## config.mk

```make
export PLATFORM = sky130hd
export DESIGN_NAME = crc8_frame_checker_unit
export DESIGN_NICKNAME = d
export VERILOG_FILES = /design/src/rtl/crc8fc_pkg.sv /design/src/rtl/crc8fc_in_reg.sv /design/src/rtl/crc8fc_check.sv /design/src/rtl/crc8_frame_checker_unit.sv
export SDC_FILE = /design/constraint.sdc
export NUM_CORES = 1
export LEC_CHECK = 0
export ABC_AREA = 1
export BUFFER_PORTS_ARGS = -buffer_cell sky130_fd_sc_hd__buf_4
export CAP_MARGIN = 5
export CORE_MARGIN = 8
export CORE_UTILIZATION = 57
export CTS_BUF_LIST = sky130_fd_sc_hd__clkbuf_4
export DETAILED_ROUTE_END_ITERATION = 12
export HOLD_SLACK_MARGIN = 0.15
export PLACE_DENSITY_LB_ADDON = 0.15
export SLEW_MARGIN = 30
export SYNTH_ARGS = -nofsm -noshare
export SYNTH_HDL_FRONTEND = slang
export SYNTH_SLANG_ARGS = --single-unit
export TNS_END_PERCENT = 20
```

## constraint.sdc

```tcl
create_clock -name clock -period 3.1 [get_ports clock]
set_input_delay 0.31 -clock clock [delete_from_list [all_inputs] [get_ports clock]]
set_output_delay 0.31 -clock clock [all_outputs]
set_load 0.005 [all_outputs]
```

## src/rtl/crc8fc_pkg.sv

```systemverilog
`default_nettype none

package crc8fc_pkg;

   localparam logic [7:0] CRC_POLY          = 8'h97;
   localparam int         FRAME_BYTES_W     = 4;
   localparam int         LEN_W             = 5;
   localparam logic [FRAME_BYTES_W-1:0] FRAME_BYTES_RESET = 4'd3;
   localparam logic [LEN_W-1:0]         FRAME_BYTES_MIN   = 5'd2;

   // first member lands in the highest bits, so crc_ok sits at bit 0
   typedef struct packed {
      logic       error_seen;
      logic [7:0] calculated_crc;
      logic [7:0] received_crc;
      logic       crc_ok;
   } result_type;

   typedef struct packed {
      logic       vld;
      logic [7:0] rx_byte;
   } item_type;

   // one byte through the CRC, MSB first
   function automatic logic [7:0] crc8_update(input logic [7:0] crc, input logic [7:0] b);
      logic [7:0] c;
      c = crc ^ b;
      for (int i = 0; i < 8; i++) begin
         if (c[7]) begin
            c = {c[6:0], 1'b0} ^ CRC_POLY;
         end else begin
            c = {c[6:0], 1'b0};
         end
      end
      return c;
   endfunction

endpackage

`default_nettype wire

```

## src/rtl/crc8fc_in_reg.sv

```systemverilog
`default_nettype none

module crc8fc_in_reg
   import crc8fc_pkg::*;
(
   input  wire logic       clock,
   input  wire logic       reset,
   input  wire logic       in_vld,
   output      logic       in_rdy,
   input  wire logic [7:0] in_byte,
   input  wire logic       advance,
   output      item_type   item
);

   logic       vld_ff, vld_in;
   logic [7:0] byte_ff;

   // take a new transaction when empty or when the held byte moves on
   assign in_rdy = !vld_ff || advance;

   always_comb begin
      vld_in = vld_ff;
      if (in_rdy) begin
         vld_in = in_vld;
      end
   end

   always_ff @(posedge clock) begin
      if (reset) begin
         vld_ff <= 1'b0;
      end else begin
         vld_ff <= vld_in;
      end
   end

   always_ff @(posedge clock) begin
      if (in_rdy && in_vld) begin
         byte_ff <= in_byte;
      end
   end

   assign item.vld     = vld_ff;
   assign item.rx_byte = byte_ff;

endmodule

`default_nettype wire

```

## src/rtl/crc8fc_check.sv

```systemverilog
`default_nettype none

module crc8fc_check
   import crc8fc_pkg::*;
#(
   parameter int MAX_FRAME_BYTES = 8
)
(
   input  wire logic                     clock,
   input  wire logic                     reset,
   input  wire logic                     cfg_wen,
   input  wire logic [FRAME_BYTES_W-1:0] cfg_frame_bytes,
   input  wire item_type                 item,
   output      logic                     advance,
   output      logic                     out_vld,
   input  wire logic                     out_rdy,
   output      result_type               out_res
);

   localparam int IDX_W = (MAX_FRAME_BYTES > 2) ? $clog2(MAX_FRAME_BYTES) : 1;
   localparam logic [LEN_W-1:0] LEN_MAX = LEN_W'(MAX_FRAME_BYTES);

   logic [FRAME_BYTES_W-1:0] frame_bytes_ff;
   logic [7:0]               crc_ff, crc_in;
   logic [IDX_W-1:0]         idx_ff, idx_in;
   logic                     err_ff, err_in;
   logic                     out_vld_ff, out_vld_in;
   result_type               res_ff, res_in;

   logic [LEN_W-1:0] len;
   logic [LEN_W-1:0] pos;
   logic             last;
   logic             out_free;

   always_comb begin
      len = {1'b0, frame_bytes_ff};
      if (len < FRAME_BYTES_MIN) begin
         len = FRAME_BYTES_MIN;
      end else if (len > LEN_MAX) begin
         len = LEN_MAX;
      end
   end

   assign pos      = LEN_W'(idx_ff) + LEN_W'(1);
   assign last     = pos >= len;
   assign out_free = !out_vld_ff || out_rdy;
   assign advance  = item.vld && out_free;

   always_comb begin
      crc_in     = crc_ff;
      idx_in     = idx_ff;
      err_in     = err_ff;
      out_vld_in = out_vld_ff && !out_rdy;
      res_in     = res_ff;
      if (advance) begin
         if (last) begin
            res_in.received_crc   = ~item.rx_byte;
            res_in.calculated_crc = crc_ff;
            res_in.crc_ok         = (~item.rx_byte == crc_ff);
            res_in.error_seen     = err_ff || (~item.rx_byte != crc_ff);
            err_in     = res_in.error_seen;
            crc_in     = '0;
            idx_in     = '0;
            out_vld_in = 1'b1;
         end else begin
            crc_in = crc8_update(crc_ff, item.rx_byte);
            idx_in = IDX_W'(pos);
         end
      end
   end

   always_ff @(posedge clock) begin
      if (reset) begin
         frame_bytes_ff <= FRAME_BYTES_RESET;
         crc_ff         <= '0;
         idx_ff         <= '0;
         err_ff         <= 1'b0;
         out_vld_ff     <= 1'b0;
      end else begin
         if (cfg_wen) begin
            frame_bytes_ff <= cfg_frame_bytes;
         end
         crc_ff     <= crc_in;
         idx_ff     <= idx_in;
         err_ff     <= err_in;
         out_vld_ff <= out_vld_in;
      end
   end

   always_ff @(posedge clock) begin
      res_ff <= res_in;
   end

   assign out_vld = out_vld_ff;
   assign out_res = res_ff;

endmodule

`default_nettype wire

```

## src/rtl/crc8_frame_checker_unit.sv

```systemverilog
// CRC-8 frame checker (polynomial 0x97, MSB first, zero initial value).
// req_*: one received byte per transaction, in arrival order. A frame has
//   csr_wr_data bytes (clamped to 2..MAX_FRAME_BYTES); the last one is the
//   inverted CRC of the bytes before it.
// rsp_*: one transaction per frame, on its last byte: pass flag, inverted
//   received CRC, calculated CRC and a sticky error flag.
// csr_*: frame length register, written when csr_wr_en is high; write it
//   only while no byte is held inside the block.
// Path: a last byte passes the input register, then registers rsp_tvalid.
// Throughput: one byte per cycle unless a result stalls; the CRC of a byte
//   is a single pass of eight xor/shift steps from input register to state.
// Reset: clears the CRC, the byte position, the error flag and both
//   pipeline valids; the frame length returns to 3.
// Stall: while rsp_tready is low a result holds and one more byte waits in
//   the input register; then req_tready drops.
`default_nettype none

module crc8_frame_checker_unit
   import crc8fc_pkg::*;
#(
   parameter int MAX_FRAME_BYTES = 8
)
(
   input  wire logic        clock,
   input  wire logic        reset,
   input  wire logic        req_tvalid,
   output      logic        req_tready,
   input  wire logic [7:0]  req_tdata,    // [7:0] rx_byte
   output      logic        rsp_tvalid,
   input  wire logic        rsp_tready,
   output      logic [23:0] rsp_tdata,    // [0] crc_ok, [8:1] received_crc,
                                          // [16:9] calculated_crc, [17] error_seen
   input  wire logic        csr_wr_en,
   input  wire logic [3:0]  csr_wr_data   // frame_bytes
);

   item_type   item;
   logic       advance;
   result_type res;

   crc8fc_in_reg u_in_reg (
      .clock   (clock),
      .reset   (reset),
      .in_vld  (req_tvalid),
      .in_rdy  (req_tready),
      .in_byte (req_tdata),
      .advance (advance),
      .item    (item)
   );

   crc8fc_check #(
      .MAX_FRAME_BYTES (MAX_FRAME_BYTES)
   ) u_check (
      .clock           (clock),
      .reset           (reset),
      .cfg_wen         (csr_wr_en),
      .cfg_frame_bytes (csr_wr_data),
      .item            (item),
      .advance         (advance),
      .out_vld         (rsp_tvalid),
      .out_rdy         (rsp_tready),
      .out_res         (res)
   );

   assign rsp_tdata = {6'd0, res};

endmodule

`default_nettype wire

```

== After elaboration in Yosys (flattened, before gate mapping) ==
Index checks and enable logic that the tools add are counted.

* Logic and storage cells: 65
* Flip-flop bits (word level): 44

* Bitwise operators: 10
* $lt $le $gt $ge: 3
* Equal/unequal tests: 2
* $add $sub $neg: 1
* Reductions and logical operators: 10
* Multiplexer cells: 28

{| class="wikitable"
|+ Operator list
! operator !! number
|-
| 8-bit 2-to-1 mux || 23
|-
| 5-bit NOT || 8
|-
| 8-bit == test || 1
|-
| 8-bit inequality test || 1
|-
| 8-bit NOT || 1
|-
| 8-bit bitwise XOR || 1
|-
| 5-bit >= comparator || 1
|-
| 5-bit 2-to-1 mux || 1
|-
| 3-bit by 1-bit adder with 4-bit output (second input constant) || 1
|-
| 4-bit > comparator (second input constant) || 1
|-
| 4-bit by 2-bit less-than comparator with 1-bit output (second input constant) || 1
|-
| 4-bit 2-to-1 mux || 1
|-
| 1-bit logical AND || 3
|-
| 1-bit zero test || 3
|-
| 1-bit logical OR || 3
|-
| 3-bit 2-to-1 mux || 1
|-
| 1-bit 2-to-1 mux || 2
|-
| 2-bit AND reduction || 1
|}

== Logic depth before layout (Yosys ltp) ==
* Depth in word-level cells: 33
* Gate-level depth with buffers: 16
* Gate-level depth less buffers: 16

== Hierarchy ==
From an unflattened synthesis, not the netlist that was laid out.

* Cell total of the unflattened synthesis: 251
* Area total of the unflattened synthesis: 2302.2 um2

{| class="wikitable"
|+ Modules (own cells, without submodules)
! module !! seq. area each (um2) !! area an instance (um2) !! cells each !! times used
|-
| crc8fc_check || 880.8 || 1958.1 || 229 || 1
|-
| crc8fc_in_reg || 260.2 || 295.3 || 15 || 1
|-
| crc8_frame_checker_unit || 0.0 || 48.8 || 7 || 1
|}

== Worst setup path after synthesis ==
OpenSTA, ideal clock, no wires.

* Path type: register to register
* Start: register u_check.idx_ff[0]
* End: register u_check.res_ff, in the netlist u_check.out_res[0], enable pin
* Clock period less this slack: 2365 ps
* Stages on the path, launching flop included: 8
* Setup slack: 735 ps
* Data required time: 2706 ps
* Arrival time: 1971 ps
* Library setup time: 394 ps
* Path through: dfxtp_1 > ha_1 > ha_1 > o21a_1 > o21ai_0 > nand2_1 > a21oi_1 > nor2_1

* Cells in the longest elaborated chain, start to end: 3

{| class="wikitable"
|+ RTL lines
! item !! RTL line !! RTL
|-
| start: declaration || crc8fc_check.sv:25 || <nowiki>logic [IDX_W-1:0] idx_ff, idx_in;</nowiki>
|-
| start signal: assignment || crc8fc_check.sv:84 || <nowiki>idx_ff <= idx_in;</nowiki>
|-
| 3-bit by 1-bit adder with 4-bit output || crc8fc_check.sv:44 || <nowiki>assign pos = LEN_W'(idx_ff) + LEN_W'(1);</nowiki>
|-
| 5-bit >= comparator || crc8fc_check.sv:45 || <nowiki>assign last = pos >= len;</nowiki>
|-
| 2-bit AND reduction (no line) || -- ||
|-
| end signal: assignment || crc8fc_check.sv:91 || <nowiki>res_ff <= res_in;</nowiki>
|-
| end: declaration || crc8fc_check.sv:28 || <nowiki>result_type res_ff, res_in;</nowiki>
|}

Every way passes these cells.
A chain may end at the register's enable or synchronous reset.

== Final worst setup path ==
* Start: register u_in_reg.byte_ff[7]
* End: register u_check.crc_ff[4]

* Cells in the longest elaborated chain, start to end: 27
* Elaborated cells between the ends (all ways): 31

{| class="wikitable"
|+ RTL lines
! item !! RTL line !! RTL
|-
| start: declaration || crc8fc_in_reg.sv:16 || <nowiki>logic [7:0] byte_ff;</nowiki>
|-
| start signal: assignment || crc8fc_in_reg.sv:38 || <nowiki>byte_ff <= in_byte;</nowiki>
|-
| 8-bit bitwise XOR (*) || crc8fc_pkg.sv:27 || <nowiki>c = crc ^ b;</nowiki>
|-
| 8-bit 2-to-1 mux (*) || crc8fc_pkg.sv:29 || <nowiki>if (c[7]) begin</nowiki>
|-
| 8-bit 2-to-1 mux (*) || crc8fc_check.sv:56 || <nowiki>if (last) begin</nowiki>
|-
| 8-bit 2-to-1 mux (*) || crc8fc_check.sv:55 || <nowiki>if (advance) begin</nowiki>
|-
| 8-bit 2-to-1 mux (*) || crc8fc_pkg.sv:29 ||
|-
| 8-bit 2-to-1 mux (*) || crc8fc_check.sv:56 ||
|-
| 8-bit 2-to-1 mux (*) || crc8fc_check.sv:55 ||
|-
| 8-bit 2-to-1 mux (*) || crc8fc_pkg.sv:29 ||
|-
| [11 not listed] || -- ||
|-
| 8-bit 2-to-1 mux (*) || crc8fc_check.sv:56 ||
|-
| 8-bit 2-to-1 mux (*) || crc8fc_check.sv:55 ||
|-
| 8-bit 2-to-1 mux (*) || crc8fc_pkg.sv:29 ||
|-
| 8-bit 2-to-1 mux (*) || crc8fc_check.sv:56 ||
|-
| 8-bit 2-to-1 mux (*) || crc8fc_check.sv:55 ||
|-
| 5-bit NOT (no line) / 8-bit 2-to-1 mux (equally long branches) || -- ||
|-
| 8-bit 2-to-1 mux (*) || crc8fc_pkg.sv:29 ||
|-
| 8-bit 2-to-1 mux (*) || crc8fc_check.sv:56 ||
|-
| end signal: assignment || crc8fc_check.sv:83 || <nowiki>crc_ff <= crc_in;</nowiki>
|-
| end: declaration || crc8fc_check.sv:24 || <nowiki>logic [7:0] crc_ff, crc_in;</nowiki>
|}

Every way passes the cells marked *; elsewhere a longest branch is shown, timed or not. The select of a mux whose other input is x is not followed.

==> impl_summary.log <==
INFO  metric layout_worst_path_cycle_share = 0.817
INFO  metric final.min_clock_period = 2.53 ns
INFO  metric io_buffers = 36
INFO  metric synthCells = 240
INFO  metric gr-total-overflow = 0
INFO  metric num_rows = 22
INFO  metric grt_max_degree = 20
INFO  metric drt_iter0_markers = 81
INFO  metric layout.cells.most_common_list = 56 x sky130_fd_sc_hd__nand2_1, 37 x sky130_fd_sc_hd__buf_4, 28 x sky130_fd_sc_hd__nand3_1
INFO  metric worstSetupPathType = reg -> reg
INFO  metric hold_path_cell_cnt = 3
INFO  metric ir_worst_vdd = 0.536 mV
INFO  metric route.detailed.drc = 0
INFO  metric drive_above_1_share = 0.237
INFO  metric hp-start = csr_wr_en
INFO  metric cts_buffers = 5
INFO  metric viasPerCell = 5.10
INFO  metric postCtsHoldBufs = 9
INFO  metric start_util = 0.601
INFO  metric grt_antenna_before_repair = 0
INFO  metric n_antenna_cell = 0
INFO  metric power_leakage = 0.00119 uW
INFO  metric gpl.final_weighted_congestion = 0.992
INFO  metric maximum_count_of_clock_buffers_along_a_single_path = 2
INFO  metric unrepaired_setup_endpoints_after_global_routing = no
INFO  metric per_cell_routed_wire_length = 13.9 microns
INFO  metric worst_pin_slew = 0.508 ns
INFO  metric globalRouteTotalUtil = 0.164
INFO  metric required = 3.39 ns
INFO  metric synth.top_cell.area_share = 0.352
INFO  metric boundaryPins = 43
INFO  metric fp.dieW = 78.4 microns
INFO  metric synth.cell_area = 2220 sq um
INFO  metric post_cts_resize_count = 0
INFO  metric num-nets-final = 313
INFO  metric synth_top_cells_by_area = sky130_fd_sc_hd__edfxtp_1 35%, sky130_fd_sc_hd__dfxtp_1 16%, sky130_fd_sc_hd__nand2_1 9.5%
INFO  metric reg2reg_capture_point = u_check.crc_ff[4]
INFO  metric cts_tree = built
INFO  metric die_height = 78.4 microns
INFO  metric critPathArrivalTime = 2.83 ns
INFO  metric ys_seq_area_frac = 0.515
INFO  metric clk_root_buffer_cell = sky130_fd_sc_hd__clkbuf_4
INFO  metric coreArea = 3690 sq um
INFO  metric maxSlewHeadroom = 0.658
INFO  metric areaGrowthSynthToFinish = 21.6%
INFO  metric post_layout_nonfiller_instances = 339
INFO  metric cts_sinks = 44
INFO  metric outcome = finished, final reports clean
INFO  metric yosysWarnings = 0
INFO  metric postSynthAreaPerCell = 9.24 sq um
INFO  metric power.density = 793 nW/um^2
INFO  metric regToRegSetupSlack = 0.57 ns
INFO  metric crit_path_start_kind = flop
INFO  metric netlist.top_cell.by_area = sky130_fd_sc_hd__edfxtp_1
INFO  metric dieArea = 6140 sq um
INFO  metric max_cap_viol_count = 0
INFO  metric clk_pin_slew_worst_paths = 0.13 ns
INFO  metric post-cts-setup-buffer-count = 0
INFO  metric grt_pass1_wl = 8140 microns
INFO  metric vias_in_the_first_global_route = 1735
INFO  metric setup_viol = 0
INFO  metric timing.clock.skew = 0.00970 ns
INFO  metric detailedPlacementHpwl = 3590 microns
INFO  metric drt_first_pass_iters = 4
INFO  metric route.antenna.remaining_nets = 0
INFO  metric fmaxAchievable = 0.395 GHz
INFO  metric place_area = 2520 sq um
INFO  metric clkLatencyLatePin = 0.35 ns
INFO  metric critical_path_fanouts_max = 5
INFO  metric end_kind = flop
INFO  metric timing.final.hold_violations = 0
INFO  metric synth.distinct_cells = 27
INFO  metric dr_total_vias = 1728
INFO  metric total_power = 2140 uW
INFO  metric worst-r2r-cell-count = 11
INFO  metric h-tree-depth = 2
INFO  metric drv_slew = 0
INFO  metric routed_wl = 4730 microns
INFO  metric holdCritPathClass = in -> reg
INFO  metric critical_path.reg2reg.startpoint = u_in_reg.byte_ff[7]
INFO  metric ys_ff_latch = 44
INFO  metric most_frequent_standard_cell_in_the_layout_excluding_fill_and_tap_cells = sky130_fd_sc_hd__nand2_1
INFO  metric stdcell_area = 2700 sq um
INFO  metric place_inst = 322
INFO  metric final_core_utilization = 0.731
INFO  metric setup-tns-final = 0 ns
INFO  metric min_to = u_check.frame_bytes_ff[0]
## cell type report
type / count / area [sq um]
tap: 48 / 60.1
timing repair buffer: 46 / 368
sequential: 44 / 1140
clock buffer: 5 / 37.5
clock inverter: 3 / 46.3
fill: 307 / 993
inverter: 31 / 116
multi-input combinational: 162 / 926
## per-stage QoR
| step | hold slack (ns) | setup slack [ns] |
|---|---|---|
| after floorplan | 0.379 | 0.735 |
| after global placement | 0.437 | 0.696 |
| after detailed placement | 0.443 | 0.652 |
| after CTS | 0.160 | 0.616 |
| after global routing | 0.166 | 0.273 |
| final | 0.176 | 0.567 |
## per-layer routing
layer	share of wire	global-route usage	vias to the layer above
li1	-	-	878
met1	0.41	0.182	794
met2	0.52	0.302	50
met3	0.059	0.0444	6
met4	0.010	0.0426	0
met5	0	0	-
## logic make-up after synthesis
| family | synth area share |
|---|---|
| simple gates | 0.238 |
| flops | 0.515 |
| buf+inv | 0.0762 |
| compound gates | 0.0660 |
| xor+xnor | 0.0700 |
| fa+ha+maj | 0.0339 |
| other cells | 0.00169 |
## registers in the layout, indices dropped and copies added, names as in the netlist
signal	count
u_check.out_res	18
u_check.err_ff	1
u_check.idx_ff	3
u_in_reg.vld_ff	1
u_check.crc_ff	8
u_check.frame_bytes_ff	4
u_check.out_vld	1
u_in_reg.byte_ff	8
## worst max-delay path, cell delays in order (launching register included)
cell,delay (ns)
sky130_fd_sc_hd__edfxtp_1,0.49
sky130_fd_sc_hd__xor2_2,0.28
sky130_fd_sc_hd__ha_1,0.37
sky130_fd_sc_hd__inv_2,0.12
sky130_fd_sc_hd__nand3_2,0.12
sky130_fd_sc_hd__nand3_2,0.14
sky130_fd_sc_hd__nand2_4,0.09
sky130_fd_sc_hd__xnor2_1,0.37
sky130_fd_sc_hd__nand3_1,0.19
sky130_fd_sc_hd__nand3_1,0.10
sky130_fd_sc_hd__nand3_1,0.08
sky130_fd_sc_hd__a21oi_1,0.12
## how the worst max path moves through the flow
stage,from,endpoint,slack (ns),cells after the start
floorplan,u_check.idx_ff[0],u_check.out_res[0],0.73,7
detailed placement,u_in_reg.byte_ff[7],u_check.crc_ff[4],0.65,15
global placement,u_in_reg.byte_ff[7],u_check.crc_ff[4],0.70,15
finish,u_in_reg.byte_ff[7],u_check.crc_ff[4],0.57,11
global route,u_in_reg.byte_ff[7],u_check.crc_ff[4],0.27,15
CTS,u_in_reg.byte_ff[7],u_check.crc_ff[4],0.62,15
## power by group
part	switching [uW]	internal [uW]
logic	656	383
registers	53.0	685
clock network	190	172
total	898	1240
## synthesized netlist by cell type
cell / n
sky130_fd_sc_hd__nor4_1: 1
sky130_fd_sc_hd__xor2_1: 8
sky130_fd_sc_hd__dfxtp_1: 18
sky130_fd_sc_hd__ha_1: 6
sky130_fd_sc_hd__inv_1: 25
sky130_fd_sc_hd__xnor2_2: 1
sky130_fd_sc_hd__nand3_1: 28
sky130_fd_sc_hd__nand3_2: 7
sky130_fd_sc_hd__nand2_2: 6
sky130_fd_sc_hd__nor3_1: 1
sky130_fd_sc_hd__xnor2_1: 6
sky130_fd_sc_hd__xor2_2: 1
sky130_fd_sc_hd__conb_1: 1
sky130_fd_sc_hd__edfxtp_1: 26
sky130_fd_sc_hd__inv_2: 5
sky130_fd_sc_hd__nand2_4: 3
sky130_fd_sc_hd__nor2_1: 3
sky130_fd_sc_hd__o21a_1: 1
sky130_fd_sc_hd__a21oi_2: 1
sky130_fd_sc_hd__clkinv_1: 1
sky130_fd_sc_hd__buf_4: 6
sky130_fd_sc_hd__or2_1: 2
sky130_fd_sc_hd__nand2_1: 56
sky130_fd_sc_hd__clkbuf_1: 2
sky130_fd_sc_hd__a21oi_1: 17
sky130_fd_sc_hd__o21ai_0: 7
sky130_fd_sc_hd__o211a_1: 1
No activity file was read; power rests on OpenSTA's default activity.
